### src/design/polar_scan_to_transformed_point_macros.svh
// assertion helpers shared by the point pipeline
`ifndef POLAR_SCAN_TO_TRANSFORMED_POINT_MACROS_SVH
`define POLAR_SCAN_TO_TRANSFORMED_POINT_MACROS_SVH

// same-cycle implication
`define PSTP_ASSERT_NOW(label, clk, rst_n, pre, post, msg) \
    label: assert property (@(posedge clk) disable iff (!rst_n) (pre) |-> (post)) \
        else $error(msg);

// next-cycle implication
`define PSTP_ASSERT_NEXT(label, clk, rst_n, pre, post, msg) \
    label: assert property (@(posedge clk) disable iff (!rst_n) (pre) |=> (post)) \
        else $error(msg);

`endif

### src/design/pstp_pkg.sv
package pstp_pkg;

    // scan geometry and rotator depth
    localparam int INDEX_BITS    = 12;
    localparam int CORDIC_STAGES = 16;
    localparam int ATAN_DEPTH    = 24;
    localparam int CORDIC_ITERS  = (CORDIC_STAGES < ATAN_DEPTH) ? CORDIC_STAGES : ATAN_DEPTH;

    // datapath widths
    localparam int RANGE_W  = 16;
    localparam int ANGLE_W  = 16;
    localparam int XY_W     = 33;
    localparam int PROJ_W   = RANGE_W + 1 + XY_W;
    localparam int PX_W     = PROJ_W - 16;
    localparam int COEF_W   = 16;
    localparam int ROWP_W   = COEF_W + PX_W;
    localparam int ACC_W    = 64;
    localparam int SUM_W    = ACC_W - 28;
    localparam int POINT_W  = 32;
    localparam int ROW_W    = 64;
    localparam int NUM_ROWS = 3;

    // configuration port
    localparam int CFG_IDX_W  = 3;
    localparam int CFG_DATA_W = 64;
    localparam logic [CFG_IDX_W-1:0] CFG_START_ANGLE = 3'd0;
    localparam logic [CFG_IDX_W-1:0] CFG_ANGLE_STEP  = 3'd1;
    localparam logic [CFG_IDX_W-1:0] CFG_ROW_X       = 3'd2;
    localparam logic [CFG_IDX_W-1:0] CFG_ROW_Y       = 3'd3;
    localparam logic [CFG_IDX_W-1:0] CFG_ROW_Z       = 3'd4;

    // reset rows give the identity transform
    localparam logic [ROW_W-1:0] ROW_X_RESET = 64'h0000_0000_0000_4000;
    localparam logic [ROW_W-1:0] ROW_Y_RESET = 64'h0000_0000_4000_0000;
    localparam logic [ROW_W-1:0] ROW_Z_RESET = 64'h0;

    // rotator start vector, gain already folded in (Q1.30)
    localparam logic signed [XY_W-1:0] TRIG_GAIN = 33'sd652032874;

    // atan(2^-i) in 1/2^32 turn
    localparam logic [31:0] ATAN_TURN [ATAN_DEPTH] = '{
        32'h20000000, 32'h12E4051E, 32'h09FB385B, 32'h051111D4, 32'h028B0D43, 32'h0145D7E1,
        32'h00A2F61E, 32'h00517C55, 32'h0028BE53, 32'h00145F2F, 32'h000A2F98, 32'h000517CC,
        32'h00028BE6, 32'h000145F3, 32'h0000A2FA, 32'h0000517D, 32'h000028BE, 32'h0000145F,
        32'h00000A30, 32'h00000518, 32'h0000028C, 32'h00000146, 32'h000000A3, 32'h00000051
    };

    typedef struct packed {
        logic [ANGLE_W-1:0]                start_angle;
        logic [ANGLE_W-1:0]                angle_step;
        logic [NUM_ROWS-1:0][ROW_W-1:0]    row;
    } cfg_t;

    typedef struct packed {
        logic [RANGE_W-1:0] range_mm;
        logic [ANGLE_W-1:0] angle;
    } angle_item_t;

    typedef struct packed {
        logic [RANGE_W-1:0]     range_mm;
        logic [1:0]             quad;
        logic signed [XY_W-1:0] x;
        logic signed [XY_W-1:0] y;
        logic signed [XY_W-1:0] z;
    } cordic_item_t;

endpackage

### src/design/pstp_if.sv
// sample channel
interface pstp_in_if
    import pstp_pkg::*;
();
    logic                  valid;
    logic                  ready;
    logic [RANGE_W-1:0]    range_mm;
    logic                  range_valid;
    logic [INDEX_BITS-1:0] sample_index;

    modport source (output valid, range_mm, range_valid, sample_index, input ready);
    modport sink   (input valid, range_mm, range_valid, sample_index, output ready);
endinterface


### src/design/pstp_angle.sv
`include "polar_scan_to_transformed_point_macros.svh"

module pstp_angle
    import pstp_pkg::*;
(
    input  logic        clk,
    input  logic        rst_n,
    input  cfg_t        cfg,
    pstp_in_if.sink     sample,
    input  logic        down_ready,
    output logic        item_valid,
    output angle_item_t item
);

    logic                          valid_reg;
    logic                          valid_next;
    angle_item_t                   item_reg;
    angle_item_t                   item_next;
    logic [INDEX_BITS+ANGLE_W-1:0] step_prod;
    logic                          load;

    // stage takes a new item when empty or when its item moves on
    assign load         = !valid_reg || down_ready;
    assign sample.ready = load;

    // beam angle, wraps modulo one turn; invalid ranges are dropped here
    always_comb
    begin
        step_prod          = sample.sample_index * cfg.angle_step;
        item_next.range_mm = sample.range_mm;
        item_next.angle    = cfg.start_angle + step_prod[ANGLE_W-1:0];
        valid_next         = sample.valid && sample.range_valid;
    end

    always_ff @(posedge clk or negedge rst_n)
    begin
        if (!rst_n)
        begin
            valid_reg <= 1'b0;
        end
        else if (load)
        begin
            valid_reg <= valid_next;
        end
    end

    always_ff @(posedge clk)
    begin
        if (load)
        begin
            item_reg <= item_next;
        end
    end

    assign item_valid = valid_reg;
    assign item       = item_reg;

    `PSTP_ASSERT_NEXT(a_drop_invalid, clk, rst_n, sample.valid && sample.ready && !sample.range_valid, !valid_reg, "invalid range reached the angle stage")
    `PSTP_ASSERT_NEXT(a_hold_stalled, clk, rst_n, valid_reg && !down_ready, valid_reg && $stable(item_reg), "stalled angle item lost")

endmodule

### src/flat_wrapper.sv
// flat-port wrapper written by rule: the top's interface ports become plain ports
module pstp_angle_flat import pstp_pkg::*;
  (clk, rst_n, cfg, down_ready, item_valid, item, sample_valid, sample_range_mm, sample_range_valid, sample_sample_index, sample_ready);
  pstp_in_if sample_i ();
  input  logic clk;
  input  logic rst_n;
  input  cfg_t cfg;
  input  logic down_ready;
  output logic item_valid;
  output angle_item_t item;
  input wire logic [$bits(sample_i.valid)-1:0] sample_valid;
  input wire logic [$bits(sample_i.range_mm)-1:0] sample_range_mm;
  input wire logic [$bits(sample_i.range_valid)-1:0] sample_range_valid;
  input wire logic [$bits(sample_i.sample_index)-1:0] sample_sample_index;
  output wire logic [$bits(sample_i.ready)-1:0] sample_ready;
  assign sample_i.valid = sample_valid;
  assign sample_i.range_mm = sample_range_mm;
  assign sample_i.range_valid = sample_range_valid;
  assign sample_i.sample_index = sample_sample_index;
  assign sample_ready = sample_i.ready;
  pstp_angle u_core (.clk(clk), .rst_n(rst_n), .cfg(cfg), .sample(sample_i), .down_ready(down_ready), .item_valid(item_valid), .item(item));
endmodule
### config.mk
export PLATFORM = sky130hd
export DESIGN_NAME = pstp_angle_flat
export DESIGN_NICKNAME = d
export VERILOG_FILES = /design/src/design/pstp_pkg.sv /design/src/design/pstp_if.sv /design/src/design/pstp_angle.sv /design/src/flat_wrapper.sv
export VERILOG_INCLUDE_DIRS = /design/src /design/src/design
export SDC_FILE = /design/constraint.sdc
export NUM_CORES = 1
export LEC_CHECK = 0
export BUFFER_PORTS_ARGS = -buffer_cell sky130_fd_sc_hd__buf_2
export CORE_AREA = 2 2 111 113
export DETAILED_ROUTE_END_ITERATION = 7
export DIE_AREA = 0 0 113 115
export GPL_TIMING_DRIVEN = 0
export PLACE_DENSITY_LB_ADDON = 0.2
export SLEW_MARGIN = 40
export SYNTH_ARGS = -nofsm -noshare
export SYNTH_HDL_FRONTEND = slang
export SYNTH_SLANG_ARGS = --single-unit
### constraint.sdc
create_clock -name clk -period 2.47 [get_ports clk]
set_input_delay 0.247 -clock clk [delete_from_list [all_inputs] [get_ports clk]]
set_output_delay 0.247 -clock clk [all_outputs]
set_load 0.005 [all_outputs]
== Word level (Yosys, flattened, before mapping) ==
Index checks and enable logic that the tools add are counted.
Operators by class
  add/subtract/negate cells: 1
  multiply operators: 1
  div/mod/pow operators: 0
  order comparisons: 0
  equality and inequality tests: 0
  shifts and indexed selects: 0
  muxes and demuxes: 0
  bitwise logic cells: 0
  reduce and logical (&&, ||, !) cells: 3
Operators by type and width (count)
  adder 16 bit: 1
  multiplier 12 x 16 -> 16 bit: 1
  logical AND 1 bit: 1
  logical NOT 1 bit: 1
  logical OR 1 bit: 1
Word-level totals
  flip-flop bits (word level): 33
  bits in latches: 0
  RAM bits: 0
  memory bits (read-only): 0
  input port bits: 257
  logic and storage cells: 8
  memories: 0

== Logic depth before layout (Yosys ltp) ==
  depth in word-level cells: 2
  mapped depth: 20
  depth with buffers taken out: 18

== Least setup slack after synthesis ==
OpenSTA, ideal clock, no wires.
  kind: input to register
  from: input cfg[197] in the netlist's numbering
  to: register u_core.item_reg, in the netlist u_core.item[14] (data pin)
  library setup time: 0.279 ns
  data arrival time: 4.404 ns
  slack: -2.213 ns
  stages on the path: 18
  path buffers: 2
  path through: clkbuf_1 > and2_2 > fa_1 > inv_1 > fa_1 > inv_1 > fa_1 > fa_1 > inv_1 > fa_1 > inv_1 > ha_1 > clkbuf_1 > a21o_1 > a21oi_1 > o21ai_0 > a211oi_1 > o311ai_0
RTL lines
  start, declared: RTL line flat_wrapper.sv:7  | input cfg_t cfg;
  end signal, assigned: RTL line pstp_angle.sv:51  | item_reg <= item_next;
  end, declared: RTL line pstp_angle.sv:17  | angle_item_t item_reg;

==> metrics.csv <==
stage;metric;value;unit
run_status;violated checks;design-rule violations, negative setup slack;
layout;antenna cells;0;
clock_tree;Bufs on Longest Clock Path;2;
setup_path;crit start category;input pin;
setup_path;CP required;2.50;ns
layout;post-route cell area;0.00650;mm^2
logic_synthesis;Mapped Nets;923;
layout;fillers;1040;
layout;register area;986;um^2
logic_synthesis;Synth Instances;536;
grt;largest net degree at the start of global routing;35;
timing;clk_skew;0.00274;ns
timing;Final min period;4.43;ns
placed_design;GP Congestion;0.867;
setup_path;Buf/Inv on CP;6;
logic_synthesis;Synth Cell Area;0.00517;mm^2
die;Cell Rows;40;
timing;fmax;0.226;GHz
layout;Synth-to-Final Area Change;25.8;%
detailed_routing;DRT Pass-1 Iters;6;
setup_path;Crit Path Class;in -> reg;
logic_synthesis;library cells used by synthesis;38;
timing;measured slew at the worst slew-check pin;0.510;ns
timing;final setup violation count;13;
detailed_routing;Vias;3815;
timing;RSZ-0062 raised after global routing;true;
clock_tree;CTS sink cnt;33;
setup_path;crit path cell chain;buf_2 > buf_2 > nand2_1 > fa_1 > fa_1 > inv_1 > fa_1 > fa_1 > inv_1 > fa_1 > inv_2 > ha_4 > buf_8 > a21o_1 > a21oi_2 > o21ai_2 > a211oi_2 > o311ai_1;
setup_path;CP endpoint kind;flop;
detailed_routing;# DRC;2;
placed_design;PortBufs;96;
clock_tree;CTS tree;done;
logic_synthesis;syn_area_per_cell;9.65;um^2
setup_path;crit path max fanout;10;
die;Die ar.;0.0130;mm^2
grt;GRT Total Usage;20.7;%
detailed_routing;Via density;4.77;
timing;Relative slew margins;66.0;%
logic_synthesis;Top FF cell, synth;edfxtp_1;
layout;Nets;1039;
layout;max reg flops;32;
timing;final worst slack;-1.96;ns
detailed_routing;WL final;12600;um
timing;Final Cycle Share;179;%
setup_path;Crit path top cell by count;fa_1;
detailed_routing;Final ANT Viol Nets;0;
die;die width;113;um
logic_synthesis;Synth top area share;35.6;%
detailed_routing;1st-iter DRT viols;172;
clock_tree;Root Buffer;clkbuf_16;
run_status;status;finished, violations left;
setup_path;slowest CP cell;fa_1;
logic_synthesis;number of synthesized register bits;33;
setup_path;slowest stage delay, CP;0.51;ns
logic_synthesis;Syn. warnings;0;
die;initial cell density of the core;43.8;%
placed_design;Post-Place Cell Area;0.00602;mm^2
hold_path;Worst Hold Class;in -> reg;
detailed_routing;Routed WL per cell;15.7;um
grt;first-pass GRT wire length;20300;um
layout;layout cell share with drive strength beyond 1;28.5;%
power;Leak;3.26;nW
setup_path;CP delay by family, top;adder cells;
logic_synthesis;asr flop ratio synth;3.03;%
logic_synthesis;cell taking the most area after synthesis;fa_1;
timing;final hold violation count;0;
run;max cap viols;0;
logic_synthesis;ranking of synthesized cells by area;fa_1 36%, edfxtp_1 19%, inv_1 11%;
clock_tree;clk slew on worst S/H paths;0.06;ns
logic_synthesis;register area share after synthesis;19.1;%
die;CORE AREA;0.0118;mm^2
clock_tree;Clk Latency, worst-skew pair;0.29;ns
timing;Min Hold Slack;0.128;ns
clock_tree;Max H-tree Level;2;
setup_path;Arr. time, crit path;4.46;ns
grt;number of global-route vias before repair;4102;
placed_design;DPL Wire Length;10000;um
grt;Congestion Overflow GR;0;
die;die height;115;um
power;peak supply drop;1040;uV
clock_tree;CTS Buf Count;5;
layout;footprint of the multi-input gates;0.00381;mm^2
timing;max-slew violations;0;
grt;initial antenna violation count;0;
power;Pwr per Cell Area;1330;mW/mm^2
logic_synthesis;Post-synth EDFFs;32;
die;Ports;291;
path summary, 6_finish.rpt:
check,from,endpoint,slack (ns),cells past startpoint
max in group asynchronous,rst_n,u_core.item_valid$_DFFE_PN0P_,2.11,2
min,sample_range_mm[9],u_core.item[25]$_DFFE_PP_,0.13,1
max reg2reg,u_core.item_valid$_DFFE_PN0P_,u_core.item[20]$_DFFE_PP_,1.28,1
min reg2reg,u_core.item_valid$_DFFE_PN0P_,u_core.item_valid$_DFFE_PN0P_,0.88,2
max,sample_sample_index[4],u_core.item[14]$_DFFE_PP_,-1.96,18
min in group asynchronous,rst_n,u_core.item_valid$_DFFE_PN0P_,0.28,2
cell usage in the layout, fill, tap and decap left out, drive strengths merged, types with 2 or more instances in the layout:
master  count
edfxtp     32
fa         92
o21bai      2
ha         38
nand3       3
clkbuf     11
clkinv      2
nor3        3
nand2      65
o21ai       6
buf       117
and2       66
inv       150
xor2        4
nand2b      4
nor2        6
a21o        3
a21oi       8
xnor2      24
through the flow:
stage | power (mW) | TNS (ns) | cells | worst slack (ns) | utilization (%)
CTS | 8.35 | -19.80 | 800 | -2.00 | 54.7
floorplan | 5.87 | -18.66 | 536 | -1.99 | -
detailed placement | 7.23 | -26.87 | 779 | -2.65 | 51.0
finish | 8.63 | -19.66 | 800 | -1.96 | 55.1
global placement | 7.08 | -25.93 | 779 | -2.57 | 50.9
global route | 9.49 | -21.28 | 800 | -2.12 | 55.1
cells in the mapped netlist, types with 4 or more instances:
cell and instances:
a21oi_1 7, and2_1 61, clkbuf_1 13, xor2_1 4, ha_1 38, xnor2_1 22
and2_2 5, o21ai_0 6, nor2_1 6, inv_1 150, fa_1 92, nand2b_1 4
nand2_1 64, edfxtp_1 32
power by group:
group / leakage, nW / internal (mW) / switching [mW]
Combinational: 2.85 / 3.29 / 3.62
Sequential: 0.339 / 1.03 / 0.0605
Clock: 0.0696 / 0.369 / 0.253
cell type report:
type                            count  area share [%]
Buffer                             13            2.66
Clock buffer                        5            1.92
Clock inverter                      3           0.269
Inverter                          150            8.66
Multi-Input combinational cell    338            58.5
Sequential cell                    33            15.2
Tap cell                          147            2.83
Timing Repair Buffer              111            9.97
per-layer routing:
layer,part of all wire [%],up-vias,track usage [%]
met4,1.3,0,5.28
met2,50,105,36.2
met5,0,-,0
li1,-,1806,-
met3,7.0,9,4.11
met1,42,1895,26.6
cells by family (layout without fill, tap and decap cells):
kind of cell / count (synthesis) / count (layout) / share of synthesized area [%]
adders and majority gates: 130 / 130 / 44.8
and+or+nand+nor: 151 / 151 / 14.9
DFF: 33 / 33 / 19.1
xor gates and xnor gates: 29 / 29 / 5.47
AOI/OAI and AO/OA: 28 / 28 / 3.61
buffers and inverters: 165 / 282 / 12.1
what timing repair did:
item                       4_1_cts  5_1_grt
buffers inserted                11        1
setup endpoints to repair       14       13
resized for setup               35       23
cloned                           2        0
hold endpoints to repair         1        0
pin swaps                       17       31
hold buffers                     1        0
Note: power is estimated with default switching activity, not from simulation.
