**config.mk**
```make
export PLATFORM = sky130hd
export DESIGN_NAME = pstp_cfg_regs
export DESIGN_NICKNAME = d
export VERILOG_FILES = /design/src/design/polar_scan_to_transformed_point_macros.svh /design/src/design/pstp_pkg.sv /design/src/design/pstp_cfg_regs.sv
export SDC_FILE = /design/constraint.sdc
export NUM_CORES = 1
export LEC_CHECK = 0
export CAP_MARGIN = 10
export CORE_MARGIN = 2
export CORE_UTILIZATION = 35
export CTS_BUF_LIST = sky130_fd_sc_hd__clkbuf_2
export DETAILED_ROUTE_END_ITERATION = 8
export DONT_BUFFER_PORTS = 1
export GPL_TIMING_DRIVEN = 0
export PLACE_DENSITY = 0.62
export SYNTH_ARGS = -nofsm -noshare
export SYNTH_HDL_FRONTEND = slang
export SYNTH_SLANG_ARGS = --single-unit
```
**constraint.sdc**
```tcl
create_clock -name clk -period 0.8 [get_ports clk]
set_input_delay 0.12 -clock clk [delete_from_list [all_inputs] [get_ports clk]]
set_output_delay 0.12 -clock clk [all_outputs]
set_load 0.005 [all_outputs]
```
**src/design/polar_scan_to_transformed_point_macros.svh**
```systemverilog
// assertion helpers shared by the point pipeline
`ifndef POLAR_SCAN_TO_TRANSFORMED_POINT_MACROS_SVH
`define POLAR_SCAN_TO_TRANSFORMED_POINT_MACROS_SVH

// same-cycle implication
`define PSTP_ASSERT_NOW(label, clk, rst_n, pre, post, msg) \
    label: assert property (@(posedge clk) disable iff (!rst_n) (pre) |-> (post)) \
        else $error(msg);

// next-cycle implication
`define PSTP_ASSERT_NEXT(label, clk, rst_n, pre, post, msg) \
    label: assert property (@(posedge clk) disable iff (!rst_n) (pre) |=> (post)) \
        else $error(msg);

`endif

```
**src/design/pstp_pkg.sv**
```systemverilog
package pstp_pkg;

    // scan geometry and rotator depth
    localparam int INDEX_BITS    = 12;
    localparam int CORDIC_STAGES = 16;
    localparam int ATAN_DEPTH    = 24;
    localparam int CORDIC_ITERS  = (CORDIC_STAGES < ATAN_DEPTH) ? CORDIC_STAGES : ATAN_DEPTH;

    // datapath widths
    localparam int RANGE_W  = 16;
    localparam int ANGLE_W  = 16;
    localparam int XY_W     = 33;
    localparam int PROJ_W   = RANGE_W + 1 + XY_W;
    localparam int PX_W     = PROJ_W - 16;
    localparam int COEF_W   = 16;
    localparam int ROWP_W   = COEF_W + PX_W;
    localparam int ACC_W    = 64;
    localparam int SUM_W    = ACC_W - 28;
    localparam int POINT_W  = 32;
    localparam int ROW_W    = 64;
    localparam int NUM_ROWS = 3;

    // configuration port
    localparam int CFG_IDX_W  = 3;
    localparam int CFG_DATA_W = 64;
    localparam logic [CFG_IDX_W-1:0] CFG_START_ANGLE = 3'd0;
    localparam logic [CFG_IDX_W-1:0] CFG_ANGLE_STEP  = 3'd1;
    localparam logic [CFG_IDX_W-1:0] CFG_ROW_X       = 3'd2;
    localparam logic [CFG_IDX_W-1:0] CFG_ROW_Y       = 3'd3;
    localparam logic [CFG_IDX_W-1:0] CFG_ROW_Z       = 3'd4;

    // reset rows give the identity transform
    localparam logic [ROW_W-1:0] ROW_X_RESET = 64'h0000_0000_0000_4000;
    localparam logic [ROW_W-1:0] ROW_Y_RESET = 64'h0000_0000_4000_0000;
    localparam logic [ROW_W-1:0] ROW_Z_RESET = 64'h0;

    // rotator start vector, gain already folded in (Q1.30)
    localparam logic signed [XY_W-1:0] TRIG_GAIN = 33'sd652032874;

    // atan(2^-i) in 1/2^32 turn
    localparam logic [31:0] ATAN_TURN [ATAN_DEPTH] = '{
        32'h20000000, 32'h12E4051E, 32'h09FB385B, 32'h051111D4, 32'h028B0D43, 32'h0145D7E1,
        32'h00A2F61E, 32'h00517C55, 32'h0028BE53, 32'h00145F2F, 32'h000A2F98, 32'h000517CC,
        32'h00028BE6, 32'h000145F3, 32'h0000A2FA, 32'h0000517D, 32'h000028BE, 32'h0000145F,
        32'h00000A30, 32'h00000518, 32'h0000028C, 32'h00000146, 32'h000000A3, 32'h00000051
    };

    typedef struct packed {
        logic [ANGLE_W-1:0]                start_angle;
        logic [ANGLE_W-1:0]                angle_step;
        logic [NUM_ROWS-1:0][ROW_W-1:0]    row;
    } cfg_t;

    typedef struct packed {
        logic [RANGE_W-1:0] range_mm;
        logic [ANGLE_W-1:0] angle;
    } angle_item_t;

    typedef struct packed {
        logic [RANGE_W-1:0]     range_mm;
        logic [1:0]             quad;
        logic signed [XY_W-1:0] x;
        logic signed [XY_W-1:0] y;
        logic signed [XY_W-1:0] z;
    } cordic_item_t;

endpackage

```
**src/design/pstp_cfg_regs.sv**
```systemverilog
module pstp_cfg_regs
    import pstp_pkg::*;
(
    input  logic                  clk,
    input  logic                  rst_n,
    input  logic                  cfg_we,
    input  logic [CFG_IDX_W-1:0]  cfg_index,
    input  logic [CFG_DATA_W-1:0] cfg_wdata,
    output cfg_t                  cfg
);

    cfg_t cfg_reg;
    cfg_t cfg_next;

    // write decode, unused indexes are ignored
    always_comb
    begin
        cfg_next = cfg_reg;
        if (cfg_we)
        begin
            case (cfg_index)
                CFG_START_ANGLE: cfg_next.start_angle = cfg_wdata[ANGLE_W-1:0];
                CFG_ANGLE_STEP:  cfg_next.angle_step  = cfg_wdata[ANGLE_W-1:0];
                CFG_ROW_X:       cfg_next.row[0]      = cfg_wdata[ROW_W-1:0];
                CFG_ROW_Y:       cfg_next.row[1]      = cfg_wdata[ROW_W-1:0];
                CFG_ROW_Z:       cfg_next.row[2]      = cfg_wdata[ROW_W-1:0];
                default:         cfg_next = cfg_reg;
            endcase
        end
    end

    always_ff @(posedge clk or negedge rst_n)
    begin
        if (!rst_n)
        begin
            cfg_reg.start_angle <= '0;
            cfg_reg.angle_step  <= '0;
            cfg_reg.row[0]      <= ROW_X_RESET;
            cfg_reg.row[1]      <= ROW_Y_RESET;
            cfg_reg.row[2]      <= ROW_Z_RESET;
        end
        else
        begin
            cfg_reg <= cfg_next;
        end
    end

    assign cfg = cfg_reg;

endmodule

```
=== After elaboration in Yosys (flattened, before gate mapping) ===
Index checks and enable logic that the tools add are counted.
W data, S select, Z words.

* Bits in registers: 224
* Latch bits: 0
* Bits in writable memories: 0
* ROM bits: 0
* Input port bits: 70
* Output and inout port bits: 224
* Logic and storage cells: 15
* Memories kept: 0

* Add/sub/neg operators: 0
* Multipliers: 0
* Div/mod/pow operators: 0
* $lt $le $gt $ge: 0
* Eq/ne operators: 4
* Shift-type cells: 0
* Mux-type cells: 0
* Bitwise gates (word level): 0
* Reduce and logical (&&, ||, !) cells: 6

{| class="wikitable"
|+ Operators with widths
! cell !! number
|-
| $reduce_and A2 Y1 || 5
|-
| $eq A3 B2 Y1 const B || 2
|-
| $eq A3 B1 Y1 const B || 1
|-
| $eq A3 B3 Y1 const B || 1
|-
| $logic_not A3 Y1 || 1
|}

=== Depth between registers and ports, before layout ===
Gate-level depths: netlist (run 1).

* Depth after elaboration: 2
* Depth in mapped cells: 4

=== Least setup slack after synthesis (run 1) ===
Ideal clock, no wire load.

* Kind: input-to-reg
* From: input cfg_index[0]
* To: register cfg_reg, in the netlist cfg[208]
* Arrival: 1.085 ns
* Required time: 0.675 ns
* Path slack: -0.410 ns
* Stages on the path: 3
* Path through: nor4b_4 -> buf_8 -> mux2_4

* Word-level cells in the longest chain between the ends: 2

{| class="wikitable"
|+ Ends and longest elaborated chain
! item !! RTL line !! text
|-
| start: declaration || pstp_cfg_regs.sv:7 || <nowiki>input logic [CFG_IDX_W-1:0] cfg_index,</nowiki>
|-
| $logic_not A3 Y1 || pstp_cfg_regs.sv:21 || <nowiki>case (cfg_index)</nowiki>
|-
| $reduce_and A2 Y1 (no line) || n/a ||
|-
| end signal: assignment || pstp_cfg_regs.sv:44 || <nowiki>cfg_reg <= cfg_next;</nowiki>
|-
| end: declaration || pstp_cfg_regs.sv:12 || <nowiki>cfg_t cfg_reg;</nowiki>
|}

No other way between the ends.
A chain may end at the register's enable or synchronous reset.

=== Worst setup path in the final report (run 1) ===
* From: register cfg_reg, in the netlist cfg[14]
* To: output cfg[14] (netlist name)

{| class="wikitable"
|+ RTL lines
! item !! RTL line !! text
|-
| end: declaration || pstp_cfg_regs.sv:9 || <nowiki>output cfg_t cfg</nowiki>
|}

No word-level cell between the ends.

==> flow_summary_export.csv, run 1 <==
group,metric,value,unit
die,dieArea,26900,um2
cells_and_area,post-route-util,43.9,%
pwr,power,28.2,mW
pwr,power_leakage,5.21,nW
cells_and_area,largest_reg_flops,224,
yosys,synth_mux_area_share,33.2,%
sta,setup_viol,361,
routing,routed_wirelength,21500,um
cells_and_area,drive_gt1_share,52.1,%
placed_design,place.gp.congestion,0.757,
outcome,status,"complete, but fails checks",
pwr,seqPwrFrac,57.4,%
flow_run,drv_cap,0,
sta,fin_skew,0,ps
yosys,yosysSeqAreaShare,62.6,%
yosys,synth-xor-area-share,0,%
sta,fin_tns_setup,-114470,ps
sta,finalWorstSetupSlack,-626,ps
cts,worstSkewPairLatency,740,ps
global_route,grt_use_total,15.4,%
cts,path_clk_slew,110,ps
routing,via_count,4766,
routing,first_iter_violations,264,
global_route,first_global_vias,5284,
pwr,cell_internal_pwr,20.3,mW
pwr,peakVddDrop,1230,uV
outcome,failed_checks,"hold timing, setup timing",
setup_path,cp.depth,0,
sta,max_freq,0.701,GHz
cells_and_area,fin_nets,689,
sta,whs,-948,ps
sta,fin_crit_sh,178,%
yosys,synthSimpleGateAreaFrac,0.825,%
placed_design,numPortBuffers,0,
sta,rsz0062_at_grt,"true",
die,start_util,35.6,%
routing,dr.pass1.iters,4,
setup_path,critPathKind,"reg2out",
cells_and_area,fillers,2201,
sta,maxSlewHeadroom,74.4,%
cts,cts_tree,"built",
yosys,yosysTopAreaCellShare,62.1,%
placed_design,dp_cells,807,
setup_path,required,680,ps
cts,cts.sink_count,224,
pwr,swShare,28.1,%
sta,drv_slew,0,
yosys,yosys.area.top_type,"dfrtp_1",
pwr,switchingPower,7.94,mW
yosys,yosys_register_bits,224,
pwr,clock_power_share,26.7,%
die,core.rowCount,58,
setup_path,rr_worst_depth,1,
cts,numCtsBuffers,56,
placed_design,dp_worst_setup_slack,-781,ps
routing,drtAntennaViolNets,0,
global_route,grt-ovfl-total,0,
placed_design,dpl.hpwl,13500,um
yosys,synthesis.instances,477,
yosys,avgSynthCellArea,18.8,um2
sta,hold_viol_final,316,
yosys,yosys-top-cells-area,"dfrtp_1 (62%), mux2_4 (20%), mux2_2 (13%)",
global_route,grt_pass1_wl,32000,um
yosys,synth_fa_ha_area_share,0,%
routing,drc_errors,0,
yosys,ys_types,14,
die,ios,294,
hold_path,worstHoldPathType,"in2async",
cells_and_area,final_cell_mix,"dfrtp_1 (221), mux2_4 (193), clkbuf_2 (82)",
setup_path,worstSetupEndpointType,"output pin",
die,die_h,164,um
die,core,25200,um2
routing,vias_per_cell,4.81,
setup_path,critPathMaxFanout,2,
sta,worst_slew_pin_slew,384,ps
cts,htree_levels,2,
setup_path,arrival,1310,ps
setup_path,start_kind,"register",
cells_and_area,layoutNonFillerInstCount,991,
cells_and_area,final_common_cell,"dfrtp_1",
cts,ctsLongestPathBuffers,3,
die,dieWidth,164,um
cts,cts_hold_buf,82,
yosys,synth_top_family_by_area,"multiplexers",
pwr,power.density,2550,nW/um2
cells_and_area,syn2layout_area_growth,23.5,%
pwr,power_frac_comb,15.9,%
yosys,synth_compound_area_share,0,%
cts,cts-root-buf,"clkbuf_2",
global_route,grt_max_degree,225,
routing,wl_per_cell,21.7,um
yosys,synth_area,8950,um2
yosys,synth_nets,547,
sta,fin_crit,1430,ps
yosys,yosysWarningCount,0,
global_route,antenna_found_initial,1,
## power groups by stage
stage	Combinational [mW]	Sequential [mW]	Clock (mW)
final	4.48	16.2	7.55
after global routing	4.78	16.5	8.60
after CTS	4.32	16.2	7.90
after detailed placement	3.77	16.4	0
after global placement	3.58	16.3	0
after floorplan	3.41	15.5	0
## final timing paths
check                                  start  slack [ps]       end
max in group asynchronous              rst_n        1390   cfg[14]
worst min register to register       cfg[90]         540   cfg[90]
worst max-delay path                 cfg[14]        -630   cfg[14]
worst max register to register       cfg[63]         -30   cfg[63]
min in group clk                cfg_index[0]        -210  cfg[216]
worst min-delay path                   rst_n        -950  cfg[130]
## cell families (layout without fill, tap and decap cells)
logic type             Yosys count  after routing
other                            0              1
flip-flops                     224            224
AND/OR/NAND/NOR                  5              5
multiplexers                   224            224
buffers and inverters           24            207
## per-stage QoR
step,hold WS (ps),instance area [um2]
CTS,-1100,10900
global placement,-171,9560
floorplan,-176,9140
finish,-948,11100
detailed placement,-171,9560
global route,-1110,11100
## final cells by class
type                    instances  area [um2]  share of cell area (%)
clock inverters                17        92.6                   0.837
repair buffers                 84         851                    7.69
well taps                     330         413                    3.73
plain buffers                  24         353                    3.19
multi-input cells             229        3330                    30.1
flip-flops and latches        224        5610                    50.7
diodes                          1        2.50                  0.0226
clock buffers                  82         410                    3.71
## Yosys cell counts
cell      number
mux2_2       104
buf_4          6
nor4bb_2       1
nand4b_1       1
nor4b_4        1
dfrtp_1      222
mux2_4       120
buf_2          1
dfstp_2        2
buf_6         10
buf_8          1
and4bb_1       1
and4bb_2       1
buf_12         6
## per-layer routing
metal | track usage [%] | vias to the layer above | part of all wire (%)
li1 | - | 2011 | -
met1 | 18.7 | 2460 | 40
met2 | 24.3 | 252 | 46
met3 | 6.52 | 43 | 12
met4 | 5.74 | 0 | 2.0
met5 | 0 | - | 0
## timing repair
item | CTS | global route
hold endpoints to repair | 448 | 390
gates resized for setup | 15 | 26
buffers inserted | 0 | 3
gates cloned | 0 | 1
endpoints found under the setup margin | 315 | 448
Note: power is estimated with default switching activity, not from simulation.
==> inputs of run 2 (changes only) <==
HOLD_SLACK_MARGIN = 0.1   (was not set)
==> run 2 against run 1 <==
Effect of this change:
- the flow still finishes with violations (hold timing, setup timing)
- global-route usage is 0.081 points higher
- fmax is 0.27% lower
- register-to-register slack hardly changed
- utilization is 0.44 points higher
- clock-buffer cell count stayed put
- largest cell class unchanged
- design area is 1.0% higher
- clock power hardly changed
- clock skew stayed put
- first-iteration DRC count is 9.1% lower
- sequential power hardly changed
- routed wire length is 1.6% higher
- critical path depth stayed put
==> flow_summary_export.csv, run 2 (same netlist as run 1, synthesis figures left out) <==
group,metric,value,unit
routing,vias_per_cell,4.80,
pwr,seqPwrFrac,57.3,%
sta,fin_crit,1430,ps
setup_path,rr_worst_depth,1,
outcome,failed_checks,"hold timing, setup timing",
setup_path,worstSetupEndpointType,"output pin",
cells_and_area,fin_area,11200,um2
sta,maxSlewHeadroom,74.5,%
setup_path,r2r-start,"cfg[63]",
cells_and_area,largest_reg_flops,224,
routing,drtAntennaViolNets,0,
cells_and_area,fin_nets,700,
die,dieWidth,164,um
routing,dr.pass1.iters,4,
placed_design,dpl.hpwl,13500,um
sta,fin_skew,0,ps
cts,numCtsBuffers,56,
die,ios,294,
setup_path,critPathKind,"reg2out",
sta,drv_slew,0,
outcome,status,"complete, but fails checks",
pwr,power_frac_comb,16.0,%
global_route,grt_max_degree,225,
setup_path,required,680,ps
cts,ctsLongestPathBuffers,3,
die,dieArea,26900,um2
pwr,switchingPower,7.98,mW
cts,cts.sink_count,224,
global_route,grt_use_total,15.4,%
pwr,cell_internal_pwr,20.3,mW
cells_and_area,drive_gt1_share,51.3,%
routing,via_count,4808,
cells_and_area,final_cell_mix,"dfrtp_1 (221), mux2_4 (193), dlygate4sd3_1 (90)",
routing,wl_per_cell,21.8,um
pwr,power,28.3,mW
setup_path,cp.depth,0,
setup_path,crit_path_end,"cfg[14]",
cts,cts-root-buf,"clkbuf_2",
cells_and_area,syn2layout_area_growth,24.8,%
sta,rsz0062_at_grt,"true",
pwr,swShare,28.2,%
placed_design,dp_worst_setup_slack,-781,ps
sta,max_freq,0.699,GHz
setup_path,start_kind,"register",
setup_path,r2r-end,"cfg[63]",
routing,routed_wirelength,21800,um
global_route,grt_pass1_wl,32200,um
cells_and_area,fillers,2178,
die,core,25200,um2
die,start_util,35.6,%
global_route,antenna_found_initial,1,
pwr,power.density,2530,nW/um2
cts,htree_levels,2,
placed_design,place.gp.congestion,0.757,
flow_run,drv_cap,0,
sta,worst_slew_pin_slew,382,ps
cts,cts_tree,"built",
pwr,peakVddDrop,1230,uV
cells_and_area,seq_area,5610,um2
global_route,first_global_vias,5321,
die,die_h,164,um
sta,finalWorstSetupSlack,-630,ps
placed_design,numPortBuffers,0,
cts,path_clk_slew,110,ps
sta,setup_viol,381,
cells_and_area,multi_input_area,3330,um2
pwr,power_leakage,5.25,nW
hold_path,worstHoldPathType,"in2async",
sta,hold_viol_final,314,
setup_path,arrival,1310,ps
setup_path,critPathMaxFanout,2,
cts,worstSkewPairLatency,740,ps
setup_path,crit_start,"cfg[14]",
sta,whs,-955,ps
global_route,grt-ovfl-total,0,
placed_design,dpl_cell_area,9560,um2
cells_and_area,final_common_cell,"dfrtp_1",
die,core.rowCount,58,
routing,first_iter_violations,240,
pwr,clock_power_share,26.7,%
routing,drc_errors,0,
sta,fin_crit_sh,179,%
setup_path,ff2ff_setup_slack,-30,ps
## run 2: changes by cell type in the layout (fill, tap and decap cells not counted), sizes merged
cell,previous run,this run
dlygate4sd3,79,90
## run 2: through the flow
step / utilization [%] / setup TNS (ps) / std cells
after floorplan: - / -64830 / 477
after global placement: 38.0 / -97960 / 807
after detailed placement: 38.0 / -99880 / 807
after CTS: 43.7 / -177560 / 996
after global routing: 44.4 / -147170 / 1002
final: 44.4 / -117110 / 1002
## run 2: area by class of cell
cell class                 instances  share of cell area, %
buffer                            24                   3.16
timing repair buffer              95                   8.60
tap                              330                   3.70
antenna                            1                 0.0224
multi-input combinational        229                   29.8
clock buffer                      82                   3.67
clock inverter                    17                  0.829
sequential                       224                   50.2
## run 2: power groups by stage
stage	clock network (mW)	registers [mW]	logic, mW
floorplan	0	15.5	3.41
global placement	0	16.3	3.58
detailed placement	0	16.4	3.77
CTS	7.90	16.2	4.35
global route	8.61	16.5	4.84
finish	7.57	16.2	4.53
## run 2: routing by layer
layer	vias up	part of all wire [%]	track usage, %
li1	2028	-	-
met5	-	0	0
met2	258	46	24.5
met3	43	11	6.52
met4	0	2.1	5.74
met1	2479	40	18.7
## run 2: worst min path at each step
| stage | startpoint | endpoint | slack (ps) | depth (start not counted) |
|---|---|---|---|---|
| after global placement | rst_n | cfg[166] | -170 | 0 |
| after detailed placement | rst_n | cfg[105] | -170 | 0 |
| after CTS | rst_n | cfg[210] | -1100 | 0 |
| final | rst_n | cfg[177] | -960 | 0 |
| after floorplan | rst_n | cfg[0] | -180 | 0 |
| after global routing | rst_n | cfg[97] | -1110 | 0 |
## run 2: repair_timing
| item | CTS | global route |
|---|---|---|
| gates cloned | 0 | 1 |
| buffers inserted | 0 | 3 |
| hold buffers | 90 | 3 |
| hold endpoints to repair | 448 | 448 |
| pin swaps | 0 | 0 |
| resized for setup | 15 | 26 |
| endpoints found under the setup margin | 315 | 448 |
==> inputs of run 3 (changes only) <==
GPL_TIMING_DRIVEN = not set   (was 0)
PLACE_DENSITY = 0.6   (was 0.62)
clock period = 1.35 ns   (was 0.8 ns; I/O delays follow)
==> run 3 against run 2 <==
Effect of this change:
- the run still ends with hold timing, setup timing left
- total power is 42% lower
- global-route usage decreased by 0.49 points
- sequential share of layout area grew 1.1 points
- sequential cell count unchanged
- clock skew is the same
- setup slack improved by 450 ps
- die area unchanged
- sequential power decreased by 41%
- utilization down 0.92 points
- routed wire length fell by 5.0%
- first-iteration DRC count fell by 29%
- design area fell by 2.1%
==> flow_summary_export.csv, run 3 (same netlist as run 1, synthesis figures left out) <==
group,metric,value,unit
routing,drtAntennaViolNets,0,
cells_and_area,multi_input_area,3060,um2
cts,cts_tree,"built",
cts,postCtsSetupBuffers,0,
global_route,grt-ovfl-total,0,
setup_path,critPathKind,"reg2out",
flow_run,drv_cap,0,
setup_path,critPathMaxFanout,2,
sta,rsz0062_at_grt,"true",
setup_path,start_kind,"register",
pwr,peakVddDrop,684,uV
routing,first_iter_violations,171,
sta,fin_skew,0,ps
placed_design,numPortBuffers,0,
pwr,power.density,1510,nW/um2
routing,routed_wirelength,20700,um
cells_and_area,final_cell_mix,"dfrtp_1 (221), mux2_4 (120), dlygate4sd3_1 (108)",
cells_and_area,final_common_cell,"dfrtp_1",
cells_and_area,fin_area,10900,um2
cts,cts-root-buf,"clkbuf_2",
sta,hold_viol_final,224,
cells_and_area,syn2layout_area_growth,22.2,%
sta,worst_slew_pin_slew,389,ps
routing,vias_per_cell,4.75,
cells_and_area,fillers,2210,
setup_path,worstSetupEndpointType,"output pin",
outcome,status,"complete, but fails checks",
placed_design,place.gp.congestion,0.752,
routing,via_count,4746,
global_route,grt_use_total,14.9,%
cts,cts_hold_buf,108,
cts,cts.sink_count,224,
sta,drv_slew,0,
cells_and_area,fin_nets,707,
placed_design,dp_worst_setup_slack,-69.9,ps
cts,htree_levels,2,
cells_and_area,largest_reg_flops,224,
setup_path,arrival,1330,ps
die,die_h,164,um
sta,max_freq,0.654,GHz
sta,fin_crit_sh,113,%
die,dieWidth,164,um
global_route,grt_pass1_wl,31300,um
pwr,power_leakage,4.94,nW
sta,fin_crit,1530,ps
routing,dr.pass1.iters,4,
die,core.rowCount,58,
setup_path,required,1150,ps
cells_and_area,seq_area,5610,um2
sta,finalWorstSetupSlack,-179,ps
die,dieArea,26900,um2
cts,numCtsBuffers,57,
sta,maxSlewHeadroom,74.1,%
cells_and_area,drive_gt1_share,50.1,%
global_route,antenna_found_initial,2,
die,core,25200,um2
sta,whs,-901,ps
sta,setup_viol,215,
outcome,failed_checks,"hold timing, setup timing",
sta,fin_tns_setup,-5710,ps
cts,path_clk_slew,110,ps
cts,ctsLongestPathBuffers,3,
placed_design,dpl_cell_area,9360,um2
global_route,grt_max_degree,225,
pwr,power,16.5,mW
cts,worstSkewPairLatency,740,ps
routing,wl_per_cell,20.7,um
global_route,first_global_vias,5463,
hold_path,worstHoldPathType,"in2async",
die,ios,294,
routing,drc_errors,0,
placed_design,dpl.hpwl,12800,um
die,start_util,35.6,%
[run 3: cell types whose count changed in the layout (fill, tap and decap cells not counted), sizes merged]
| cell | before | now |
|---|---|---|
| buf | 27 | 17 |
| clkinv | 15 | 5 |
| dlygate4sd3 | 90 | 108 |
| clkbuf | 83 | 81 |
| dlymetal6s4s | 1 | 0 |
| diode | 1 | 3 |
| bufinv | 1 | 2 |
[run 3: through the flow]
step / util [%] / instances / hold WS [ps]
after floorplan: - / 477 / -93.1
after global placement: 37.2 / 800 / -88.0
after detailed placement: 37.2 / 800 / -87.9
after CTS: 43.4 / 997 / -1040
after global routing: 43.4 / 1000 / -1040
final: 43.4 / 1000 / -901
[run 3: layout make-up]
cell class              count  area share [%]
repair buffers            125            12.4
well taps                 330            3.77
clock buffers              81            3.71
diodes                      3          0.0686
clock inverters             8           0.778
flip-flops and latches    224            51.3
multi-input cells         229            28.0
[run 3: path summary, 6_finish.rpt]
check,startpoint,end,slack [ps],depth (start not counted)
worst min-delay path,rst_n,cfg[46],-900,0
max in group asynchronous,rst_n,cfg[14],1860,0
worst max register to register,cfg[206],cfg[206],520,1
worst min register to register,cfg[105],cfg[105],540,1
min in group clk,cfg_wdata[53],cfg[181],210,2
worst max-delay path,cfg[94],cfg[94],-180,0
[run 3: where the power goes]
part / total, mW / internal, mW / switching, mW
clock network: 4.54 / 1.95 / 2.59
logic: 2.42 / 1.79 / 0.625
registers: 9.58 / 8.20 / 1.38
total: 16.5 / 11.9 / 4.60
[run 3: metal layers]
metal  up-vias  share of wire [%]  GRT usage, %
met5         -              0.063             0
met4         2                2.3          5.66
met3        48                 10          6.49
met2       227                 49          24.8
met1      2434                 38          17.1
li1       2035                  -             -
[run 3: repair_timing]
item                       CTS  global route
gates resized for setup      0             1
setup endpoints to repair  224           224
hold endpoints to repair   448           224
